### config.mk
export PLATFORM = sky130hd
export DESIGN_NAME = tplp_prep
export DESIGN_NICKNAME = d
export VERILOG_FILES = /design/src/rtl/core/tplp_pkg.sv /design/src/rtl/core/tplp_prep.sv
export SDC_FILE = /design/constraint.sdc
export NUM_CORES = 2
export LEC_CHECK = 0
export BUFFER_PORTS_ARGS = -buffer_cell sky130_fd_sc_hd__buf_4
export CAP_MARGIN = 10
export CORE_MARGIN = 5
export CORE_UTILIZATION = 55
export CTS_CLUSTER_DIAMETER = 200
export DETAILED_ROUTE_END_ITERATION = 10
export PLACE_DENSITY = 0.87
export SKIP_LAST_GASP = 1
export SYNTH_ARGS = -nofsm -noshare
export SYNTH_HDL_FRONTEND = slang
export SYNTH_SLANG_ARGS = --single-unit
export TNS_END_PERCENT = 100
### constraint.sdc
create_clock -name clock -period 6.7 [get_ports clock]
set_input_delay 1.005 -clock clock [delete_from_list [all_inputs] [get_ports clock]]
set_output_delay 1.005 -clock clock [all_outputs]
set_load 0.005 [all_outputs]
### src/rtl/core/tplp_pkg.sv
// ---------------------------------------------------------------------------
// tplp_pkg: shared types and constants of the two-point line core
// Field widths, iteration counts and the record that travels through the
// divide / square-root pipeline.
// ---------------------------------------------------------------------------
`default_nettype none

package tplp_pkg;

   // Field widths
   localparam int CoordW   = 16;            // Q8.8 coordinate
   localparam int SumW     = CoordW + 1;    // midpoint sum, Q9.8
   localparam int DiffW    = CoordW + 1;    // exact coordinate difference
   localparam int SlopeW   = 33;            // Q17.16 slope
   localparam int SpanW    = 17;            // square root result
   localparam int IcptW    = 40;            // Q24.16 intercept
   localparam int ProdW    = SlopeW + CoordW;

   // Divider: dividend |dy| << 16, divisor |dx|
   localparam int FracBits  = 16;
   localparam int DivW      = 2 * SpanW;    // dividend / quotient accumulator
   localparam int DivRemW   = DiffW;        // partial remainder and divisor
   localparam int DivBitsPerStage = DivW / SpanW;

   // Square root: radicand dx*dx + dy*dy
   localparam int RadW      = 2 * DiffW;
   localparam int SqrtRemW  = SpanW + 1;

   // One iteration stage per root bit; the divider retires two bits each
   localparam int IterStages = SpanW;

   // Intercept arithmetic
   localparam int IcptShift = 8;
   localparam int IcptCalcW = IcptW + 2;

   // Item record inside the iteration pipeline
   typedef struct packed {
      logic                     vertical;
      logic                     neg;
      logic [DivW-1:0]          div_acc;
      logic [DivRemW-1:0]       div_rem;
      logic [DivRemW-1:0]       div_dvs;
      logic [RadW-1:0]          sq_rad;
      logic [SqrtRemW-1:0]      sq_rem;
      logic [SpanW-1:0]         sq_root;
      logic signed [SumW-1:0]   mid_x;
      logic signed [SumW-1:0]   mid_y;
      logic signed [CoordW-1:0] x1;
      logic signed [CoordW-1:0] y1;
   } tplp_iter_type;

endpackage

`default_nettype wire

### src/rtl/core/tplp_prep.sv
// ---------------------------------------------------------------------------
// tplp_prep: front stages of the two-point line core
// Forms differences and sums, then magnitudes and squares, then the
// radicand, and loads the record for the iteration stages.
// ---------------------------------------------------------------------------
`default_nettype none

module tplp_prep (
   input  wire logic                              clock,
   input  wire logic                              reset,
   input  wire logic                              advance,
   input  wire logic                              in_valid,
   input  wire logic signed [tplp_pkg::CoordW-1:0] first_x,
   input  wire logic signed [tplp_pkg::CoordW-1:0] first_y,
   input  wire logic signed [tplp_pkg::CoordW-1:0] second_x,
   input  wire logic signed [tplp_pkg::CoordW-1:0] second_y,
   output logic                                   out_valid,
   output tplp_pkg::tplp_iter_type                out_data
);
   import tplp_pkg::*;

   // Stage 1 registers
   logic                     s1_valid_ff;
   logic signed [DiffW-1:0]  s1_dx_ff, s1_dy_ff;
   logic signed [SumW-1:0]   s1_midx_ff, s1_midy_ff;
   logic signed [CoordW-1:0] s1_x1_ff, s1_y1_ff;

   // Stage 2 registers
   logic                     s2_valid_ff;
   logic                     s2_vert_ff, s2_neg_ff;
   logic [DivRemW-1:0]       s2_adx_ff, s2_ady_ff;
   logic [RadW-1:0]          s2_sqx_ff, s2_sqy_ff;
   logic signed [SumW-1:0]   s2_midx_ff, s2_midy_ff;
   logic signed [CoordW-1:0] s2_x1_ff, s2_y1_ff;

   // Stage 3 registers
   logic                     s3_valid_ff;
   tplp_iter_type            s3_data_ff;
   tplp_iter_type            s3_data_in;

   // Stage 2 combinational terms
   logic signed [RadW-1:0]   sqx_in, sqy_in;
   logic [DivRemW-1:0]       adx_in, ady_in;

   assign sqx_in = RadW'(s1_dx_ff) * RadW'(s1_dx_ff);
   assign sqy_in = RadW'(s1_dy_ff) * RadW'(s1_dy_ff);
   assign adx_in = s1_dx_ff[DiffW-1] ? DivRemW'(-s1_dx_ff) : DivRemW'(s1_dx_ff);
   assign ady_in = s1_dy_ff[DiffW-1] ? DivRemW'(-s1_dy_ff) : DivRemW'(s1_dy_ff);

   // Load the iteration record
   always_comb begin
      s3_data_in          = '0;
      s3_data_in.vertical = s2_vert_ff;
      s3_data_in.neg      = s2_neg_ff;
      s3_data_in.div_acc  = DivW'({s2_ady_ff, {FracBits{1'b0}}});
      s3_data_in.div_rem  = '0;
      s3_data_in.div_dvs  = s2_adx_ff;
      s3_data_in.sq_rad   = s2_sqx_ff + s2_sqy_ff;
      s3_data_in.sq_rem   = '0;
      s3_data_in.sq_root  = '0;
      s3_data_in.mid_x    = s2_midx_ff;
      s3_data_in.mid_y    = s2_midy_ff;
      s3_data_in.x1       = s2_x1_ff;
      s3_data_in.y1       = s2_y1_ff;
   end

   // Advance valid bits
   always_ff @(posedge clock) begin
      if (reset) begin
         s1_valid_ff <= 1'b0;
         s2_valid_ff <= 1'b0;
         s3_valid_ff <= 1'b0;
      end else if (advance) begin
         s1_valid_ff <= in_valid;
         s2_valid_ff <= s1_valid_ff;
         s3_valid_ff <= s2_valid_ff;
      end
   end

   // Advance payload
   always_ff @(posedge clock) begin
      if (advance) begin
         s1_dx_ff   <= DiffW'(second_x) - DiffW'(first_x);
         s1_dy_ff   <= DiffW'(second_y) - DiffW'(first_y);
         s1_midx_ff <= SumW'(first_x) + SumW'(second_x);
         s1_midy_ff <= SumW'(first_y) + SumW'(second_y);
         s1_x1_ff   <= first_x;
         s1_y1_ff   <= first_y;

         s2_vert_ff <= (s1_dx_ff == '0);
         s2_neg_ff  <= s1_dx_ff[DiffW-1] ^ s1_dy_ff[DiffW-1];
         s2_adx_ff  <= adx_in;
         s2_ady_ff  <= ady_in;
         s2_sqx_ff  <= RadW'(sqx_in);
         s2_sqy_ff  <= RadW'(sqy_in);
         s2_midx_ff <= s1_midx_ff;
         s2_midy_ff <= s1_midy_ff;
         s2_x1_ff   <= s1_x1_ff;
         s2_y1_ff   <= s1_y1_ff;

         s3_data_ff <= s3_data_in;
      end
   end

   assign out_valid = s3_valid_ff;
   assign out_data  = s3_data_ff;

endmodule

`default_nettype wire

==> flow_summary.ini <==
[worst_setup_path]
crit_path_frequent_cell = fa_1
cp_max_fo = 8
crit_family = adder cells
required_ps = 7150
cp_slowest_cell = edfxtp_1
worst_setup_path_start_kind = flop
slowest_delay_ps = 620
end_kind = flop
crit_type = flop to flop
worstPathArrival_ps = 6950
path_buf_inv = 5
path_cells = buf_4, and2_1, inv_1, fa_1, fa_1, fa_1, inv_1, fa_1, fa_1, inv_1, fa_1, inv_1, ha_1, nand4_1, nor2_1, and4_1, o2111ai_1, nand2_1, a21oi_1, or4_1, o211ai_1

[routing]
top_layer = met4
wl_met3_mm = 6.65
drc_errors = 0
m1WireLength_mm = 28.9
wl_met2_mm = 41.1
wl_per_cell_um = 17.4
vias = 24600
vias_per_cell = 5.42
routed_wl_mm = 79.1
firstDrtPassIters = 8
ant_nets = 0
drt_iter0_markers = 2031

[clock_network]
cts_tree = yes
cts_buffer_depth = 3
clock_latency_ps = 620
h-tree-depth = 2
numCtsBuffers = 43
cts_root_buffer = clkbuf_16
clk_pin_slew_ps = 70
ctsHoldBuffers = 0
clock_sinks = 399

[synthesis]
synth-async-reset-ratio_pct = 0
ys_warn_count = 0
syn_area_um2 = 37300
synth_edf_count = 396
synth_cell_types = 71
seq_area_frac_synth_pct = 32.0
ys_ff_latch = 399
avgSynthCellArea_um2 = 11.0
netlist_instances = 3383
ys_dominant_reg_cell = edfxtp_1

[place]
dp_hpwl_mm = 62.9
io_buffers = 204
dp_cells = 4444
gp_congestion = 0.935

[finish]
drive_gt1_share_pct = 10.8
stdcell_count = 4537
syn_to_final_growth_pct = 11.2
layout.nets = 4520
n_antenna_cell = 0

[global_routing]
gr-total-overflow = 0
first_global_vias = 26100
grt_max_degree = 171
grt_pass1_wl_mm = 130
track_usage_pct = 21.8
antenna_found_initial = 0

[die]
die_area_um2 = 73100
core_um2 = 67200
rows = 95
fp.dieH_um = 270
die_w_um = 270
io_pins = 274
initial_core_util_pct = 55.5

[timing]
min_period_ps = 6500
setup_viol = 0
slew_violations = 0
rsz0062_at_grt = false
slew_headroom_pct = 28.4
max_freq_mhz = 154
hold_ws_ps = 397
fin_setup_tns_ps = 0
tightest_slew_ps = 1070
fin_skew_ps = 55.8
hold_viol_final = 0
min_period_over_period_pct = 97.0

[hold_path]
min_path_type = flop to flop

[flow_run]
drv_cap = 0

[status]
status = finished clean
## cell type report
cell class	count	area, um2
Tap cell	873	1090
Inverter	768	2890
Multi-Input combinational cell	2127	21900
Clock inverter	31	337
Sequential cell	399	12000
Fill cell	4944	25700
Clock buffer	48	1090
Timing Repair Buffer	291	2230
## metal layers
layer / global-route usage [%] / vias up
li1: - / 11100
met3: 3.55 / 179
met4: 6.86 / 0
met1: 27.7 / 12400
met5: 0 / -
met2: 38.5 / 942
## flip-flops by register name, indices dropped and copies added (netlist names)
| register | count |
|---|---|
| s1_dx_ff | 17 |
| s1_y1_ff | 16 |
| s1_midx_ff | 16 |
| s2_neg_ff | 1 |
| s2_midy_ff | 17 |
| s2_vert_ff | 1 |
| s1_valid_ff | 1 |
| s1_dy_ff | 17 |
| s1_midy_ff | 16 |
| s2_adx_ff | 16 |
| s2_valid_ff | 1 |
| out_data | 134 |
| out_valid | 1 |
| s2_x1_ff | 16 |
| s2_y1_ff | 16 |
| s1_x1_ff | 16 |
| s2_sqy_ff | 32 |
| s2_midx_ff | 17 |
| s2_ady_ff | 16 |
| s2_sqx_ff | 32 |
## path summary, 6_finish.rpt
path                                from                       to  slack, ps  depth (start not counted)
setup reg to reg  s1_dy_ff[10]$_DFFE_PP_  s2_sqy_ff[31]$_DFFE_PP_        200                         21
hold reg to reg    s1_x1_ff[7]$_DFFE_PP_    s2_x1_ff[7]$_DFFE_PP_        400                          0
hold / removal     s1_x1_ff[7]$_DFFE_PP_    s2_x1_ff[7]$_DFFE_PP_        400                          0
setup / recovery  s1_dy_ff[10]$_DFFE_PP_  s2_sqy_ff[31]$_DFFE_PP_        200                         21
## cell usage after synthesis (all sizes together) (17+ instances only)
| cell type | number | area [um2] |
|---|---|---|
| xnor2 | 149 | 1310 |
| buf | 80 | 569 |
| o21ai | 63 | 315 |
| nand2b | 19 | 119 |
| fa | 535 | 10700 |
| edfxtp | 396 | 11900 |
| nor3 | 40 | 200 |
| xor2 | 44 | 385 |
| nand3 | 27 | 135 |
| a21o | 40 | 302 |
| o21a | 17 | 128 |
| nand2 | 223 | 837 |
| inv | 760 | 2850 |
| clkbuf | 77 | 290 |
| a21oi | 104 | 524 |
| and2 | 85 | 532 |
| ha | 287 | 3590 |
| nor2 | 194 | 728 |
## metrics by stage
| stage | cell area [um2] | setup slack (ps) | util, % |
|---|---|---|---|
| floorplan | 37500 | 376 | - |
| global placement | 39900 | 238 | 59.4 |
| detailed placement | 39900 | 96.6 | 59.4 |
| CTS | 41300 | 97.4 | 61.5 |
| global route | 41500 | 22.1 | 61.7 |
| finish | 41500 | 198 | 61.7 |
## cells by family (layout without fill, tap and decap cells)
family / count (synthesis) / in the layout / synth area share (%)
AOI/OAI and AO/OA: 361 / 361 / 6.45
xor gates and xnor gates: 193 / 193 / 4.53
adders and majority gates: 822 / 822 / 38.3
buffers and inverters: 925 / 1138 / 10.0
DFF: 399 / 399 / 32.0
muxes: 7 / 7 / 0.188
other: 1 / 69 / 0.0101
and+or+nand+nor: 675 / 675 / 8.39
## cell usage in the layout, fill, tap and decap left out, types with 12 or more instances in the layout
cell	count
inv_1	758
fa_1	534
edfxtp_1	396
ha_1	287
buf_4	287
nand2_1	223
nor2_1	194
xnor2_1	149
a21oi_1	102
and2_1	85
conb_1	69
o21ai_0	48
xor2_1	44
clkbuf_16	43
nor3_1	40
a21o_1	39
nand3_1	27
nand2b_1	19
o21a_1	17
clkinv_1	16
a211oi_1	16
nor2b_1	16
o31ai_1	15
o21ai_1	14
a31o_2	14
or3_1	14
or2_2	12
a31oi_1	12
## what timing repair did
item,CTS,global route
setup endpoints to repair,0,17
buffers inserted,0,14
resized for setup,0,7
Power is not shown: default switching activity piles up to over one toggle a cycle in this logic, so the estimate is an artifact.
