**config.mk**
```make
export PLATFORM = sky130hd
export DESIGN_NAME = tplp_finish
export DESIGN_NICKNAME = d
export VERILOG_FILES = /design/src/rtl/core/tplp_pkg.sv /design/src/rtl/core/tplp_finish.sv
export SDC_FILE = /design/constraint.sdc
export NUM_CORES = 2
export LEC_CHECK = 0
export BUFFER_PORTS_ARGS = -buffer_cell sky130_fd_sc_hd__buf_2
export CORE_ASPECT_RATIO = 2
export CORE_MARGIN = 2
export CORE_UTILIZATION = 47
export DETAILED_ROUTE_END_ITERATION = 16
export MAX_ROUTING_LAYER = met4
export PLACE_DENSITY = 0.76
export SETUP_SLACK_MARGIN = 0.4
export SLEW_MARGIN = 5
export SYNTH_ARGS = -nofsm -noshare
export SYNTH_HDL_FRONTEND = slang
export SYNTH_SLANG_ARGS = --single-unit
```
**constraint.sdc**
```tcl
create_clock -name clock -period 20 [get_ports clock]
set_clock_uncertainty 0.15 [all_clocks]
set_input_delay 4 -clock clock [delete_from_list [all_inputs] [get_ports clock]]
set_output_delay 4 -clock clock [all_outputs]
set_load 0.02 [all_outputs]
```
**src/rtl/core/tplp_pkg.sv**
```systemverilog
// ---------------------------------------------------------------------------
// tplp_pkg: shared types and constants of the two-point line core
// Field widths, iteration counts and the record that travels through the
// divide / square-root pipeline.
// ---------------------------------------------------------------------------
`default_nettype none

package tplp_pkg;

   // Field widths
   localparam int CoordW   = 16;            // Q8.8 coordinate
   localparam int SumW     = CoordW + 1;    // midpoint sum, Q9.8
   localparam int DiffW    = CoordW + 1;    // exact coordinate difference
   localparam int SlopeW   = 33;            // Q17.16 slope
   localparam int SpanW    = 17;            // square root result
   localparam int IcptW    = 40;            // Q24.16 intercept
   localparam int ProdW    = SlopeW + CoordW;

   // Divider: dividend |dy| << 16, divisor |dx|
   localparam int FracBits  = 16;
   localparam int DivW      = 2 * SpanW;    // dividend / quotient accumulator
   localparam int DivRemW   = DiffW;        // partial remainder and divisor
   localparam int DivBitsPerStage = DivW / SpanW;

   // Square root: radicand dx*dx + dy*dy
   localparam int RadW      = 2 * DiffW;
   localparam int SqrtRemW  = SpanW + 1;

   // One iteration stage per root bit; the divider retires two bits each
   localparam int IterStages = SpanW;

   // Intercept arithmetic
   localparam int IcptShift = 8;
   localparam int IcptCalcW = IcptW + 2;

   // Item record inside the iteration pipeline
   typedef struct packed {
      logic                     vertical;
      logic                     neg;
      logic [DivW-1:0]          div_acc;
      logic [DivRemW-1:0]       div_rem;
      logic [DivRemW-1:0]       div_dvs;
      logic [RadW-1:0]          sq_rad;
      logic [SqrtRemW-1:0]      sq_rem;
      logic [SpanW-1:0]         sq_root;
      logic signed [SumW-1:0]   mid_x;
      logic signed [SumW-1:0]   mid_y;
      logic signed [CoordW-1:0] x1;
      logic signed [CoordW-1:0] y1;
   } tplp_iter_type;

endpackage

`default_nettype wire

```
**src/rtl/core/tplp_finish.sv**
```systemverilog
// ---------------------------------------------------------------------------
// tplp_finish: back stages of the two-point line core
// Signs the quotient into the slope, multiplies slope by first x, and
// forms the intercept in the output register.
// ---------------------------------------------------------------------------
`default_nettype none

module tplp_finish (
   input  wire logic                                clock,
   input  wire logic                                reset,
   input  wire logic                                advance,
   input  wire logic                                in_valid,
   input  wire tplp_pkg::tplp_iter_type             in_data,
   output logic                                     rsp_valid,
   output logic signed [tplp_pkg::SlopeW-1:0]       rsp_slope_value,
   output logic                                     rsp_vertical,
   output logic signed [tplp_pkg::SumW-1:0]         rsp_mid_x_sum,
   output logic signed [tplp_pkg::SumW-1:0]         rsp_mid_y_sum,
   output logic [tplp_pkg::SpanW-1:0]               rsp_span_length,
   output logic signed [tplp_pkg::IcptW-1:0]        rsp_y_intercept
);
   import tplp_pkg::*;

   // Stage F1: signed slope
   logic                     f1_valid_ff;
   logic signed [SlopeW-1:0] f1_slope_ff;
   logic                     f1_vert_ff;
   logic signed [SumW-1:0]   f1_midx_ff, f1_midy_ff;
   logic [SpanW-1:0]         f1_root_ff;
   logic signed [CoordW-1:0] f1_x1_ff, f1_y1_ff;

   // Stage F2: product
   logic                     f2_valid_ff;
   logic signed [ProdW-1:0]  f2_prod_ff;
   logic signed [SlopeW-1:0] f2_slope_ff;
   logic                     f2_vert_ff;
   logic signed [SumW-1:0]   f2_midx_ff, f2_midy_ff;
   logic [SpanW-1:0]         f2_root_ff;
   logic signed [CoordW-1:0] f2_y1_ff;

   // Stage F3: output register
   logic                     f3_valid_ff;
   logic signed [SlopeW-1:0] f3_slope_ff;
   logic                     f3_vert_ff;
   logic signed [SumW-1:0]   f3_midx_ff, f3_midy_ff;
   logic [SpanW-1:0]         f3_root_ff;
   logic signed [IcptW-1:0]  f3_icpt_ff;

   logic [SlopeW-1:0]        quot;
   logic signed [SlopeW-1:0] slope_in;
   logic signed [ProdW-1:0]  prod_in;
   logic signed [IcptCalcW-1:0] y1_scaled;
   logic signed [IcptCalcW-1:0] prod_shifted;
   logic signed [IcptCalcW-1:0] icpt_full;
   logic signed [IcptW-1:0]  icpt_in;

   // Apply the sign to the quotient magnitude; zero on a vertical line
   assign quot = in_data.div_acc[SlopeW-1:0];
   always_comb begin
      priority if (in_data.vertical) begin
         slope_in = '0;
      end else if (in_data.neg) begin
         slope_in = -$signed(quot);
      end else begin
         slope_in = $signed(quot);
      end
   end

   assign prod_in = ProdW'(f1_slope_ff) * ProdW'(f1_x1_ff);

   // Intercept: y1 * 256 minus floor(product / 256)
   assign y1_scaled    = IcptCalcW'($signed({f2_y1_ff, {IcptShift{1'b0}}}));
   assign prod_shifted = IcptCalcW'($signed(f2_prod_ff[ProdW-1:IcptShift]));
   assign icpt_full    = y1_scaled - prod_shifted;
   assign icpt_in      = f2_vert_ff ? '0 : icpt_full[IcptW-1:0];

   // Advance valid bits
   always_ff @(posedge clock) begin
      if (reset) begin
         f1_valid_ff <= 1'b0;
         f2_valid_ff <= 1'b0;
         f3_valid_ff <= 1'b0;
      end else if (advance) begin
         f1_valid_ff <= in_valid;
         f2_valid_ff <= f1_valid_ff;
         f3_valid_ff <= f2_valid_ff;
      end
   end

   // Advance payload
   always_ff @(posedge clock) begin
      if (advance) begin
         f1_slope_ff <= slope_in;
         f1_vert_ff  <= in_data.vertical;
         f1_midx_ff  <= in_data.mid_x;
         f1_midy_ff  <= in_data.mid_y;
         f1_root_ff  <= in_data.sq_root;
         f1_x1_ff    <= in_data.x1;
         f1_y1_ff    <= in_data.y1;

         f2_prod_ff  <= prod_in;
         f2_slope_ff <= f1_slope_ff;
         f2_vert_ff  <= f1_vert_ff;
         f2_midx_ff  <= f1_midx_ff;
         f2_midy_ff  <= f1_midy_ff;
         f2_root_ff  <= f1_root_ff;
         f2_y1_ff    <= f1_y1_ff;

         f3_slope_ff <= f2_slope_ff;
         f3_vert_ff  <= f2_vert_ff;
         f3_midx_ff  <= f2_midx_ff;
         f3_midy_ff  <= f2_midy_ff;
         f3_root_ff  <= f2_root_ff;
         f3_icpt_ff  <= icpt_in;
      end
   end

   assign rsp_valid       = f3_valid_ff;
   assign rsp_slope_value = f3_slope_ff;
   assign rsp_vertical    = f3_vert_ff;
   assign rsp_mid_x_sum   = f3_midx_ff;
   assign rsp_mid_y_sum   = f3_midy_ff;
   assign rsp_span_length = f3_root_ff;
   assign rsp_y_intercept = f3_icpt_ff;

   // A vertical line carries a zero slope set two stages earlier and a zero intercept
   a_vertical_zero: assert property (@(posedge clock) disable iff (reset)
      rsp_valid && rsp_vertical |-> rsp_slope_value == '0 && rsp_y_intercept == '0)
      else $error("vertical item with nonzero slope or intercept");

endmodule

`default_nettype wire

```
==> results.toml <==
[outcome]
status = "complete, no violations"

[clocking]
worstSkewPairLatency_ns = 0.56
cts_sinks = 386
cts_tree = "built"
ctsRootBufferMaster = "clkbuf_16"
clk_pin_slew_worst_paths_ns = 0.07
post_cts_buffers = 0
ctsResizeCount = 0
htreeDepth = 2
numCtsBuffers = 36
cts_hold_buf = 0
clock_path_buffers = 3

[synth]
synth_warnings = 0
synthSimpleGateAreaFrac_pct = 11.49
synthArstFlopShare_pct = 0
synthAdderAreaFrac_pct = 36.49
ys_seq_area_share_pct = 36.14
ys_types = 60
synth.avg_cell_area_um2 = 11.30
synthMuxAreaShare_pct = 0.2269
synth-xor-area-share_pct = 2.793
synth_compound_area_share_pct = 4.405
synth_edf_count = 383
syn-num-nets = 3677
syn_area_um2 = 31990
ys_seq_elements = 386
synthCells = 2831
synth_top_family_by_area = "adder cells"
synth_top_flop_cell = "edfxtp_1"

[sta]
rsz0062_at_grt = "false"
fin_crit_ns = 8.246
fmaxAchievable_mhz = 121.3
hold_viol_final = 0
finalMaxSlewViolations = 0
holdWs_ns = 0.2628
tightest_slew_ns = 1.069
setup_tns_ns = 0
period_share_pct = 41.23
slew_headroom_pct = 28.69
setup_violations = 0

[worst_setup_path]
cp_data_required_time_ns = 20.13
reg2regPathDepth = 20
crit_type = "reg2reg"
crit-reg2reg-launch = "f1_x1_ff[15]"
crit_fanout = 23
r2r-end = "f2_prod_ff[47]"
arrival_ns = 8.38
start_kind = "flop"
end_kind = "flop"
rrSetupSlack_ns = 11.75

[floorplanning]
die_x_um = 188.5
rows = 135
die_area_um2 = 70280
initial_utilization_pct = 47.34
coreArea_um2 = 67560
die_h_um = 372.9
ios = 335

[min_path]
holdPathStages = 0
hp-class = "reg2reg"
hold_end = "f2_midy_ff[9]"
min-delay-start = "f1_midy_ff[9]"

[detailed_routing]
wl_um = 76830
drtIter0Drc = 946
vias = 20920
wl_per_cell_um = 19.33
remaining_drc_errors = 0
drt_pass1_iterations = 5
drtAntennaViolNets = 0
vias_per_cell = 5.265

[global_route]
grt_overflow = 0
grt_max_degree = 102
grt_usage_pct = 23.33
grt_pass1_wl_um = 121000
antenna_found_initial = 1
grt_pass1_vias = 23190

[placed_design]
globalplace.congestion = 0.8925
portBuffers = 247
dpl.hpwl_um = 57050

[cells_and_area]
drive_above_1_share_pct = 11.41
nNetsFinal = 3905
area.growth.synth_to_final_pct = 10.78
antenna_cells = 0

[job]
maxCapViolCount = 0
## layout make-up
class | instances | area [um^2]
Fill cell | 5930 | 32130
Multi-Input combinational cell | 1725 | 17720
Sequential cell | 386 | 11560
Inverter | 624 | 2342
Timing Repair Buffer | 286 | 1539
Tap cell | 890 | 1114
Clock buffer | 40 | 915.9
Clock inverter | 23 | 239.0
## critical path, stage by stage (launching register included)
cell and delay, ns:
edfxtp_1 0.67, inv_1 0.89, nor2_1 0.14, fa_1 0.56, fa_1 0.45, fa_1 0.55, fa_1 0.44, fa_1 0.52
inv_1 0.06, fa_1 0.48, inv_1 0.04, ha_1 0.31, and4_1 0.23, a221oi_1 0.28, o21ai_0 0.25, or4_1 0.56
o21ai_0 0.45, o21ai_1 0.26, a211o_1 0.33, a21oi_1 0.18, xnor2_1 0.13
## how the worst max path moves through the flow
stage / start / slack, ns / to
3_5_place_dp: f1_x1_ff[15] / 11.78 / f2_prod_ff[47]
6_report: f1_x1_ff[15] / 11.75 / f2_prod_ff[47]
4_1_cts: f1_x1_ff[15] / 11.73 / f2_prod_ff[47]
5_1_grt: f1_x1_ff[15] / 11.30 / f2_prod_ff[47]
2_1_floorplan: in_data[172] / 13.14 / f1_slope_ff[30]
3_3_place_gp: f1_x1_ff[15] / 11.80 / f2_prod_ff[47]
## Yosys cell counts, drive strengths merged (4+ instances only)
library cell / n / area (um^2)
a211oi: 8 / 60.06
a21boi: 6 / 45.04
a21o: 27 / 202.7
a21oi: 51 / 255.2
a221oi: 4 / 35.03
a31oi: 9 / 56.30
and2: 207 / 1295
and3: 5 / 31.28
and4: 4 / 35.03
clkbuf: 94 / 352.8
edfxtp: 383 / 11500
fa: 493 / 9869
ha: 144 / 1802
inv: 624 / 2342
mux2i: 5 / 50.05
nand2: 328 / 1231
nand2b: 17 / 106.4
nand3: 13 / 65.06
nand4: 5 / 31.28
nor2: 121 / 454.2
nor2b: 7 / 43.79
nor3: 26 / 130.1
nor4: 4 / 25.02
nor4b: 4 / 41.29
o21a: 13 / 97.59
o21ai: 48 / 240.2
o21bai: 7 / 52.55
o31ai: 9 / 67.56
o41ai: 7 / 80.08
or2: 5 / 36.29
or3: 4 / 30.03
or4: 10 / 78.82
xnor2: 51 / 446.7
xor2: 51 / 446.7
## cell usage in the layout, fill, tap and decap left out, drive strengths merged, types with 13 or more instances in the layout
cell type,count
edfxtp,383
fa,493
o21a,13
o21ai,48
ha,144
clkinv,13
nand2,328
buf,286
xnor2,51
xor2,51
inv,630
a21oi,51
nor2,121
nand3,13
a21o,27
clkbuf,40
and2,207
nand2b,17
nor3,26
## state kept, by name (all words and copies together), names as in the netlist
signal,flops
f2_prod_ff,40
rsp_y_intercept,40
f1_slope_ff,33
f2_slope_ff,33
rsp_slope_value,33
f1_midx_ff,17
f1_midy_ff,17
f1_root_ff,17
f2_midx_ff,17
f2_midy_ff,17
f2_root_ff,17
rsp_mid_x_sum,17
rsp_mid_y_sum,17
rsp_span_length,17
f1_x1_ff,16
f1_y1_ff,16
f2_y1_ff,16
f1_valid_ff,1
f1_vert_ff,1
f2_valid_ff,1
f2_vert_ff,1
rsp_valid,1
rsp_vertical,1
## stage by stage
step	cells	area (um^2)	worst slack, ns	utilization (%)
2_1_floorplan	2831	31990	13.14	-
3_3_place_gp	3911	34280	11.80	50.73
3_5_place_dp	3911	34280	11.78	50.73
4_1_cts	3974	35430	11.73	52.44
5_1_grt	3974	35430	11.30	52.44
6_report	3974	35430	11.75	52.44
## kinds of logic after synthesis
family                   count (synthesis)
AO/OA/AOI/OAI                          214
XOR/XNOR                               102
multiplexers                             7
flip-flops                             386
buffers and inverters                  720
AND/OR/NAND/NOR                        765
adder cells (fa/ha/maj)                637
## routing by layer
| layer | global-route usage (%) | vias to the layer above | share of wire [%] |
|---|---|---|---|
| li1 | - | 9243 | - |
| met1 | 21.21 | 10520 | 31 |
| met2 | 43.91 | 808 | 56 |
| met3 | 2.812 | 349 | 5.2 |
| met4 | 16.67 | 0 | 8.1 |
| met5 | - | - | 0 |
Power is left out: the tool's default activity adds up to more than one toggle a clock period on the data nets, which glitch-free logic cannot reach.
