`src/rtl/core/tplp_pkg.sv`:
```
// ---------------------------------------------------------------------------
// tplp_pkg: shared types and constants of the two-point line core
// Field widths, iteration counts and the record that travels through the
// divide / square-root pipeline.
// ---------------------------------------------------------------------------
`default_nettype none

package tplp_pkg;

   // Field widths
   localparam int CoordW   = 16;            // Q8.8 coordinate
   localparam int SumW     = CoordW + 1;    // midpoint sum, Q9.8
   localparam int DiffW    = CoordW + 1;    // exact coordinate difference
   localparam int SlopeW   = 33;            // Q17.16 slope
   localparam int SpanW    = 17;            // square root result
   localparam int IcptW    = 40;            // Q24.16 intercept
   localparam int ProdW    = SlopeW + CoordW;

   // Divider: dividend |dy| << 16, divisor |dx|
   localparam int FracBits  = 16;
   localparam int DivW      = 2 * SpanW;    // dividend / quotient accumulator
   localparam int DivRemW   = DiffW;        // partial remainder and divisor
   localparam int DivBitsPerStage = DivW / SpanW;

   // Square root: radicand dx*dx + dy*dy
   localparam int RadW      = 2 * DiffW;
   localparam int SqrtRemW  = SpanW + 1;

   // One iteration stage per root bit; the divider retires two bits each
   localparam int IterStages = SpanW;

   // Intercept arithmetic
   localparam int IcptShift = 8;
   localparam int IcptCalcW = IcptW + 2;

   // Item record inside the iteration pipeline
   typedef struct packed {
      logic                     vertical;
      logic                     neg;
      logic [DivW-1:0]          div_acc;
      logic [DivRemW-1:0]       div_rem;
      logic [DivRemW-1:0]       div_dvs;
      logic [RadW-1:0]          sq_rad;
      logic [SqrtRemW-1:0]      sq_rem;
      logic [SpanW-1:0]         sq_root;
      logic signed [SumW-1:0]   mid_x;
      logic signed [SumW-1:0]   mid_y;
      logic signed [CoordW-1:0] x1;
      logic signed [CoordW-1:0] y1;
   } tplp_iter_type;

endpackage

`default_nettype wire

```
`src/rtl/core/tplp_iter.sv`:
```
// ---------------------------------------------------------------------------
// tplp_iter: one iteration stage of the two-point line core
// Retires two quotient bits of the restoring divider and one root bit of
// the digit-by-digit square root, then registers the record.
// ---------------------------------------------------------------------------
`default_nettype none

module tplp_iter (
   input  wire logic                    clock,
   input  wire logic                    reset,
   input  wire logic                    advance,
   input  wire logic                    in_valid,
   input  wire tplp_pkg::tplp_iter_type in_data,
   output logic                         out_valid,
   output tplp_pkg::tplp_iter_type      out_data
);
   import tplp_pkg::*;

   logic                  valid_ff;
   tplp_iter_type         data_ff;
   tplp_iter_type         data_in;
   logic [DivRemW:0]      div_trial;
   logic [SqrtRemW+1:0]   sq_cur;
   logic [SqrtRemW+1:0]   sq_try;

   // Divide and root steps
   always_comb begin
      data_in   = in_data;
      div_trial = '0;
      for (int k = 0; k < DivBitsPerStage; k++) begin
         div_trial       = {data_in.div_rem, data_in.div_acc[DivW-1]};
         data_in.div_acc = {data_in.div_acc[DivW-2:0], 1'b0};
         if (div_trial >= {1'b0, data_in.div_dvs}) begin
            data_in.div_rem    = DivRemW'(div_trial - {1'b0, data_in.div_dvs});
            data_in.div_acc[0] = 1'b1;
         end else begin
            data_in.div_rem = div_trial[DivRemW-1:0];
         end
      end

      sq_cur         = {data_in.sq_rem, data_in.sq_rad[RadW-1 -: 2]};
      sq_try         = (SqrtRemW+2)'({data_in.sq_root, 2'b01});
      data_in.sq_rad = {data_in.sq_rad[RadW-3:0], 2'b00};
      if (sq_cur >= sq_try) begin
         data_in.sq_rem  = SqrtRemW'(sq_cur - sq_try);
         data_in.sq_root = {data_in.sq_root[SpanW-2:0], 1'b1};
      end else begin
         data_in.sq_rem  = sq_cur[SqrtRemW-1:0];
         data_in.sq_root = {data_in.sq_root[SpanW-2:0], 1'b0};
      end
   end

   // Advance valid bit
   always_ff @(posedge clock) begin
      if (reset) begin
         valid_ff <= 1'b0;
      end else if (advance) begin
         valid_ff <= in_valid;
      end
   end

   // Advance payload
   always_ff @(posedge clock) begin
      if (advance) begin
         data_ff <= data_in;
      end
   end

   assign out_valid = valid_ff;
   assign out_data  = data_ff;

   // Partial remainder stays below the divisor on every live non-vertical item
   a_div_rem_bound: assert property (@(posedge clock) disable iff (reset)
      valid_ff && !data_ff.vertical |-> data_ff.div_rem < data_ff.div_dvs)
      else $error("divider remainder not below divisor");

   // Root remainder never exceeds twice the partial root
   a_sqrt_rem_bound: assert property (@(posedge clock) disable iff (reset)
      valid_ff |-> data_ff.sq_rem <= {data_ff.sq_root, 1'b0})
      else $error("square root remainder out of bound");

endmodule

`default_nettype wire

```
`config.mk`:
```
export PLATFORM = sky130hd
export DESIGN_NAME = tplp_iter
export DESIGN_NICKNAME = d
export VERILOG_FILES = /design/src/rtl/core/tplp_pkg.sv /design/src/rtl/core/tplp_iter.sv
export SDC_FILE = /design/constraint.sdc
export NUM_CORES = 1
export LEC_CHECK = 0
export BUFFER_PORTS_ARGS = -buffer_cell sky130_fd_sc_hd__buf_2
export CORE_ASPECT_RATIO = 1.1
export CORE_MARGIN = 2
export CORE_UTILIZATION = 25
export CTS_CLUSTER_DIAMETER = 80
export DETAILED_ROUTE_END_ITERATION = 7
export PLACE_DENSITY = 0.56
export SLEW_MARGIN = 20
export SYNTH_ARGS = -nofsm -noshare
export SYNTH_HDL_FRONTEND = slang
export SYNTH_SLANG_ARGS = --single-unit
```
`constraint.sdc`:
```
create_clock -name clock -period 13.79 [get_ports clock]
set_input_delay 0.6895 -clock clock [delete_from_list [all_inputs] [get_ports clock]]
set_output_delay 0.6895 -clock clock [all_outputs]
set_load 0.005 [all_outputs]
```
==> impl_results.html <==
<table>
<tr><th>Metric</th><th>Value</th></tr>
<tr><th colspan="2">Drt</th></tr>
<tr><td>Detail-routed via count per cell</td><td>4.31</td></tr>
<tr><td>Number of remaining DRC errors</td><td>0</td></tr>
<tr><td>DRT Wirelength</td><td>28.6 mm</td></tr>
<tr><td>1st-pass router iterations</td><td>7</td></tr>
<tr><td>Via count of the routed design</td><td>6,885</td></tr>
<tr><td>Detailed Route Iter0 Violations</td><td>429</td></tr>
<tr><td>Drt wl/cell</td><td>17.9 um</td></tr>
<tr><td>Number of antenna-violating nets in the routed design</td><td>0</td></tr>
<tr><th colspan="2">Clock tree</th></tr>
<tr><td>Total of cells resized after clock tree synthesis</td><td>0</td></tr>
<tr><td>CTS tree</td><td>yes</td></tr>
<tr><td>CTS Root Buffer Type</td><td>sky130_fd_sc_hd__clkbuf_16</td></tr>
<tr><td>Clock sink count</td><td>204</td></tr>
<tr><td>Number of levels in the clock H-tree</td><td>1</td></tr>
<tr><td>Hold-fix buffer count after cts</td><td>0</td></tr>
<tr><td>Number of buffers created by CTS</td><td>25</td></tr>
<tr><td>Clock insertion delay at the later pin of the skew report</td><td>0.52 ns</td></tr>
<tr><td>Buffers from clock root to sink, at most</td><td>3</td></tr>
<tr><td>Register clock-pin slew on the reported worst setup and hold paths</td><td>0.06 ns</td></tr>
<tr><td>Buffers inserted by post-CTS timing repair</td><td>0</td></tr>
<tr><th colspan="2">Die</th></tr>
<tr><td>Y dimension of the die</td><td>207 um</td></tr>
<tr><td>Core Region</td><td>0.0371 sq mm</td></tr>
<tr><td>Total I/O pin count</td><td>415</td></tr>
<tr><td>Die footprint</td><td>0.0392 sq mm</td></tr>
<tr><td>Core Rows</td><td>74</td></tr>
<tr><td>Initial standard-cell utilization of the core</td><td>25.3%</td></tr>
<tr><td>Die Width</td><td>189 um</td></tr>
<tr><th colspan="2">Logic synthesis</th></tr>
<tr><td>EDFF count, synth</td><td>203</td></tr>
<tr><td>Number of cells produced by synthesis</td><td>649</td></tr>
<tr><td>Fraction of registers with async set or reset after synthesis</td><td>0%</td></tr>
<tr><td>Synth warnings</td><td>0</td></tr>
<tr><td>Top cells by instance count after synthesis</td><td>sky130_fd_sc_hd__edfxtp_1 (203), sky130_fd_sc_hd__ha_1 (53), sky130_fd_sc_hd__inv_1 (52)</td></tr>
<tr><td>Post-synthesis register bit count</td><td>204</td></tr>
<tr><td>Largest area contributor in the synthesized netlist</td><td>sky130_fd_sc_hd__edfxtp_1</td></tr>
<tr><td>Proportion of synthesized chip area in sequential cells</td><td>65.0%</td></tr>
<tr><td>Leading cell type by number of instances after synthesis</td><td>sky130_fd_sc_hd__edfxtp_1</td></tr>
<tr><td>Synth top area cells</td><td>sky130_fd_sc_hd__edfxtp_1 (65%), sky130_fd_sc_hd__ha_1 (7.0%), sky130_fd_sc_hd__mux2_2 (3.4%)</td></tr>
<tr><td>Average cell area after synthesis</td><td>14.5 sq um</td></tr>
<tr><td>Netlist cell types</td><td>63</td></tr>
<tr><td>Post-synthesis instance area</td><td>0.00941 sq mm</td></tr>
<tr><td>Dominant register cell in the synthesized netlist</td><td>sky130_fd_sc_hd__edfxtp_1</td></tr>
<tr><td>Top cell type's share of synthesized area</td><td>64.8%</td></tr>
<tr><th colspan="2">Layout</th></tr>
<tr><td>Number of inserted filler cells in the final layout</td><td>3,756</td></tr>
<tr><td>Area Overhead vs Synth</td><td>36.6%</td></tr>
<tr><td>Fraction of final layout cells with drive strength greater than 1</td><td>46.0%</td></tr>
<tr><td>Net count of the finished layout</td><td>1,347</td></tr>
<tr><th colspan="2">Global routing</th></tr>
<tr><td>Maximum number of pins on one net before global-route repair</td><td>82</td></tr>
<tr><td>Total congestion overflow after global routing</td><td>0</td></tr>
<tr><td>Wire length of the first global-routing pass</td><td>41.7 mm</td></tr>
<tr><td>All-Layer GR Usage</td><td>13.9%</td></tr>
<tr><td>Initial antenna violation count</td><td>5</td></tr>
<tr><td>Number of global-route vias before repair</td><td>6,938</td></tr>
<tr><th colspan="2">Setup path</th></tr>
<tr><td>Highest fanout seen on the critical path</td><td>21</td></tr>
<tr><td>Cell with the largest stage delay on the worst path</td><td>sky130_fd_sc_hd__nor4_1</td></tr>
<tr><td>Cell chain of the critical path</td><td>buf_2 &gt; inv_1 &gt; ha_1 &gt; inv_1 &gt; fa_1 &gt; nand3_1 &gt; a21oi_1 &gt; nor4_1 &gt; o31ai_4 &gt; buf_4 &gt; mux2_2 &gt; ha_1 &gt; a211oi_2 &gt; o211a_1 &gt; o31ai_2 &gt; o41ai_4 &gt; o21ai_2 &gt; a2111oi_4 &gt; buf_4 &gt; mux2_2</td></tr>
<tr><td>Peak per-stage delay on the critical path</td><td>0.46 ns</td></tr>
<tr><td>Required @ worst endpoint</td><td>14.06 ns</td></tr>
<tr><td>Critical path startpoint category</td><td>input pin</td></tr>
<tr><td>Critical Path End Type</td><td>register</td></tr>
<tr><td>Worst Path Class, Setup</td><td>in -&gt; reg</td></tr>
<tr><td>Crit path DAT</td><td>5.39 ns</td></tr>
<tr><th colspan="2">Timing</th></tr>
<tr><td>RSZ-0062 raised after global routing</td><td>no</td></tr>
<tr><td>Crit share post-route</td><td>37.1%</td></tr>
<tr><td>Worst Max-Slew Pin Slew</td><td>0.960 ns</td></tr>
<tr><td>Final Hold Vio Count</td><td>0</td></tr>
<tr><td>Accumulated negative setup slack</td><td>0 ns</td></tr>
<tr><td>Total of endpoints with negative setup slack in the final report</td><td>0</td></tr>
<tr><td>Fin Clk Skew</td><td>0 ns</td></tr>
<tr><td>FMAX</td><td>195 MHz</td></tr>
<tr><td>Worst Hold Slack</td><td>0.338 ns</td></tr>
<tr><td>Max-Slew Margin vs Limit</td><td>36.0%</td></tr>
<tr><td>Final Slew Violations</td><td>0</td></tr>
<tr><td>Post-layout minimum cycle time</td><td>5.12 ns</td></tr>
<tr><td>Fin worst setup slack</td><td>8.67 ns</td></tr>
<tr><th colspan="2">Pwr</th></tr>
<tr><td>Maximum vdd drop</td><td>0.0702 mV</td></tr>
<tr><td>Leak Pwr</td><td>5.57 nW</td></tr>
<tr><td>Power per cell area</td><td>140 mW/mm^2</td></tr>
<tr><th colspan="2">Outcome</th></tr>
<tr><td>Status</td><td>finished, final reports clean</td></tr>
<tr><th colspan="2">Placed design</th></tr>
<tr><td>Worst slack at placement</td><td>8.14 ns</td></tr>
<tr><td>Buffers added on ports</td><td>412</td></tr>
<tr><td>Detailed placer's ending HPWL</td><td>22.9 mm</td></tr>
<tr><td>Placer's final routability congestion estimate</td><td>0.837</td></tr>
<tr><th colspan="2">Run</th></tr>
<tr><td>Count of maximum capacitance violations</td><td>0</td></tr>
<tr><th colspan="2">Hold path</th></tr>
<tr><td>Class of the worst hold path</td><td>in -&gt; reg</td></tr>
</table>
## worst max-delay path: cells and delay by family
kind / cells / cell delay, ns
compound gates: 8 / 1.59
fa+ha+maj: 3 / 0.92
buf+inv: 5 / 0.84
mux: 2 / 0.70
simple gates: 2 / 0.62
## logic make-up (layout without fill, tap and decap cells)
family                   Yosys count  after routing  synth area share (%)
other                              1              4                0.0399
multiplexers                      42             42                  5.27
adder cells (fa/ha/maj)           55             55                  7.47
buffers and inverters             62            512                  2.67
XOR/XNOR                          39             39                  3.63
AO/OA/AOI/OAI                    131            131                  9.76
AND/OR/NAND/NOR                  115            115                  6.14
flip-flops                       204            204                  65.0
## metal layers
metal	global-route usage, %	up-vias	part of all wire [%]
li1	-	3337	-
met4	4.39	0	2.5
met5	0	-	0
met1	15.6	3253	38
met3	2.33	43	6.3
met2	26.4	252	53
## where the power goes
part           switching [W]  total (W)  internal, W
Clock               0.000262   0.000616     0.000354
Sequential         0.0000188   0.000784     0.000766
Combinational       0.000204   0.000395     0.000191
## layout by cell type, fill, tap and decap left out, types with 3 or more instances in the layout
cell type                   Yosys  routed
sky130_fd_sc_hd__clkbuf_16      0      25
sky130_fd_sc_hd__clkbuf_1       4       5
sky130_fd_sc_hd__o21bai_1       3       3
sky130_fd_sc_hd__or2_2          3       3
sky130_fd_sc_hd__a21o_1        13      13
sky130_fd_sc_hd__mux2i_1        6       6
sky130_fd_sc_hd__xnor2_1       25      25
sky130_fd_sc_hd__nand2_1       20      20
sky130_fd_sc_hd__buf_2          3     411
sky130_fd_sc_hd__nand3b_1       3       3
sky130_fd_sc_hd__nor3_1        11      11
sky130_fd_sc_hd__clkinv_2       0       5
sky130_fd_sc_hd__o31a_1         3       3
sky130_fd_sc_hd__inv_1         52      52
sky130_fd_sc_hd__o21a_1         8       8
sky130_fd_sc_hd__nor2_1        34      34
sky130_fd_sc_hd__nand3_1       11      11
sky130_fd_sc_hd__a21oi_1       44      44
sky130_fd_sc_hd__a31oi_1        4       4
sky130_fd_sc_hd__ha_1          53      53
sky130_fd_sc_hd__buf_4          2       4
sky130_fd_sc_hd__mux2_4         8       8
sky130_fd_sc_hd__o211ai_1       3       3
sky130_fd_sc_hd__nand4_1        9       9
sky130_fd_sc_hd__a211oi_1       7       7
sky130_fd_sc_hd__or3_1          4       4
sky130_fd_sc_hd__xor2_1        14      14
sky130_fd_sc_hd__o21ai_0       19      19
sky130_fd_sc_hd__edfxtp_1     203     203
sky130_fd_sc_hd__nor2b_1        6       6
sky130_fd_sc_hd__o2111ai_1      3       3
sky130_fd_sc_hd__mux2_2        28      28
## final timing paths
kind / start / endpoint / slack (ns) / cells after the start
worst min register to register: out_valid / out_valid / 0.54 / 2
worst max-delay path: in_data[202] / out_data[153] / 8.67 / 20
worst max register to register: out_valid / out_valid / 13.18 / 2
worst min-delay path: in_data[47] / out_data[47] / 0.34 / 1
## area by class of cell
| class | count | area, sq um | share of cell area (%) |
|---|---|---|---|
| multi-input cells | 384 | 3050 | 23.7 |
| flip-flops and latches | 204 | 6120 | 47.6 |
| repair buffers | 416 | 2100 | 16.3 |
| clock buffers | 30 | 644 | 5.01 |
| diodes | 2 | 5.00 | 0.0389 |
| clock inverters | 14 | 123 | 0.954 |
| well taps | 494 | 618 | 4.81 |
| inverters | 52 | 195 | 1.52 |
## per-stage QoR
| step | utilization (%) | instance area [sq um] | power, W | cells |
|---|---|---|---|---|
| 6_report | 34.6 | 12900 | 0.00180 | 1596 |
| 3_5_place_dp | 32.5 | 12100 | 0.00120 | 1550 |
| 4_1_cts | 34.6 | 12800 | 0.00183 | 1594 |
| 2_1_floorplan | - | 9410 | 0.00102 | 650 |
| 5_1_grt | 34.6 | 12900 | 0.00189 | 1595 |
| 3_3_place_gp | 32.5 | 12100 | 0.00119 | 1550 |
## sequential cells by signal (all words and copies together) (netlist names)
signal / flops
out_data: 203
out_valid: 1
No activity file was read; power rests on OpenSTA's default activity.
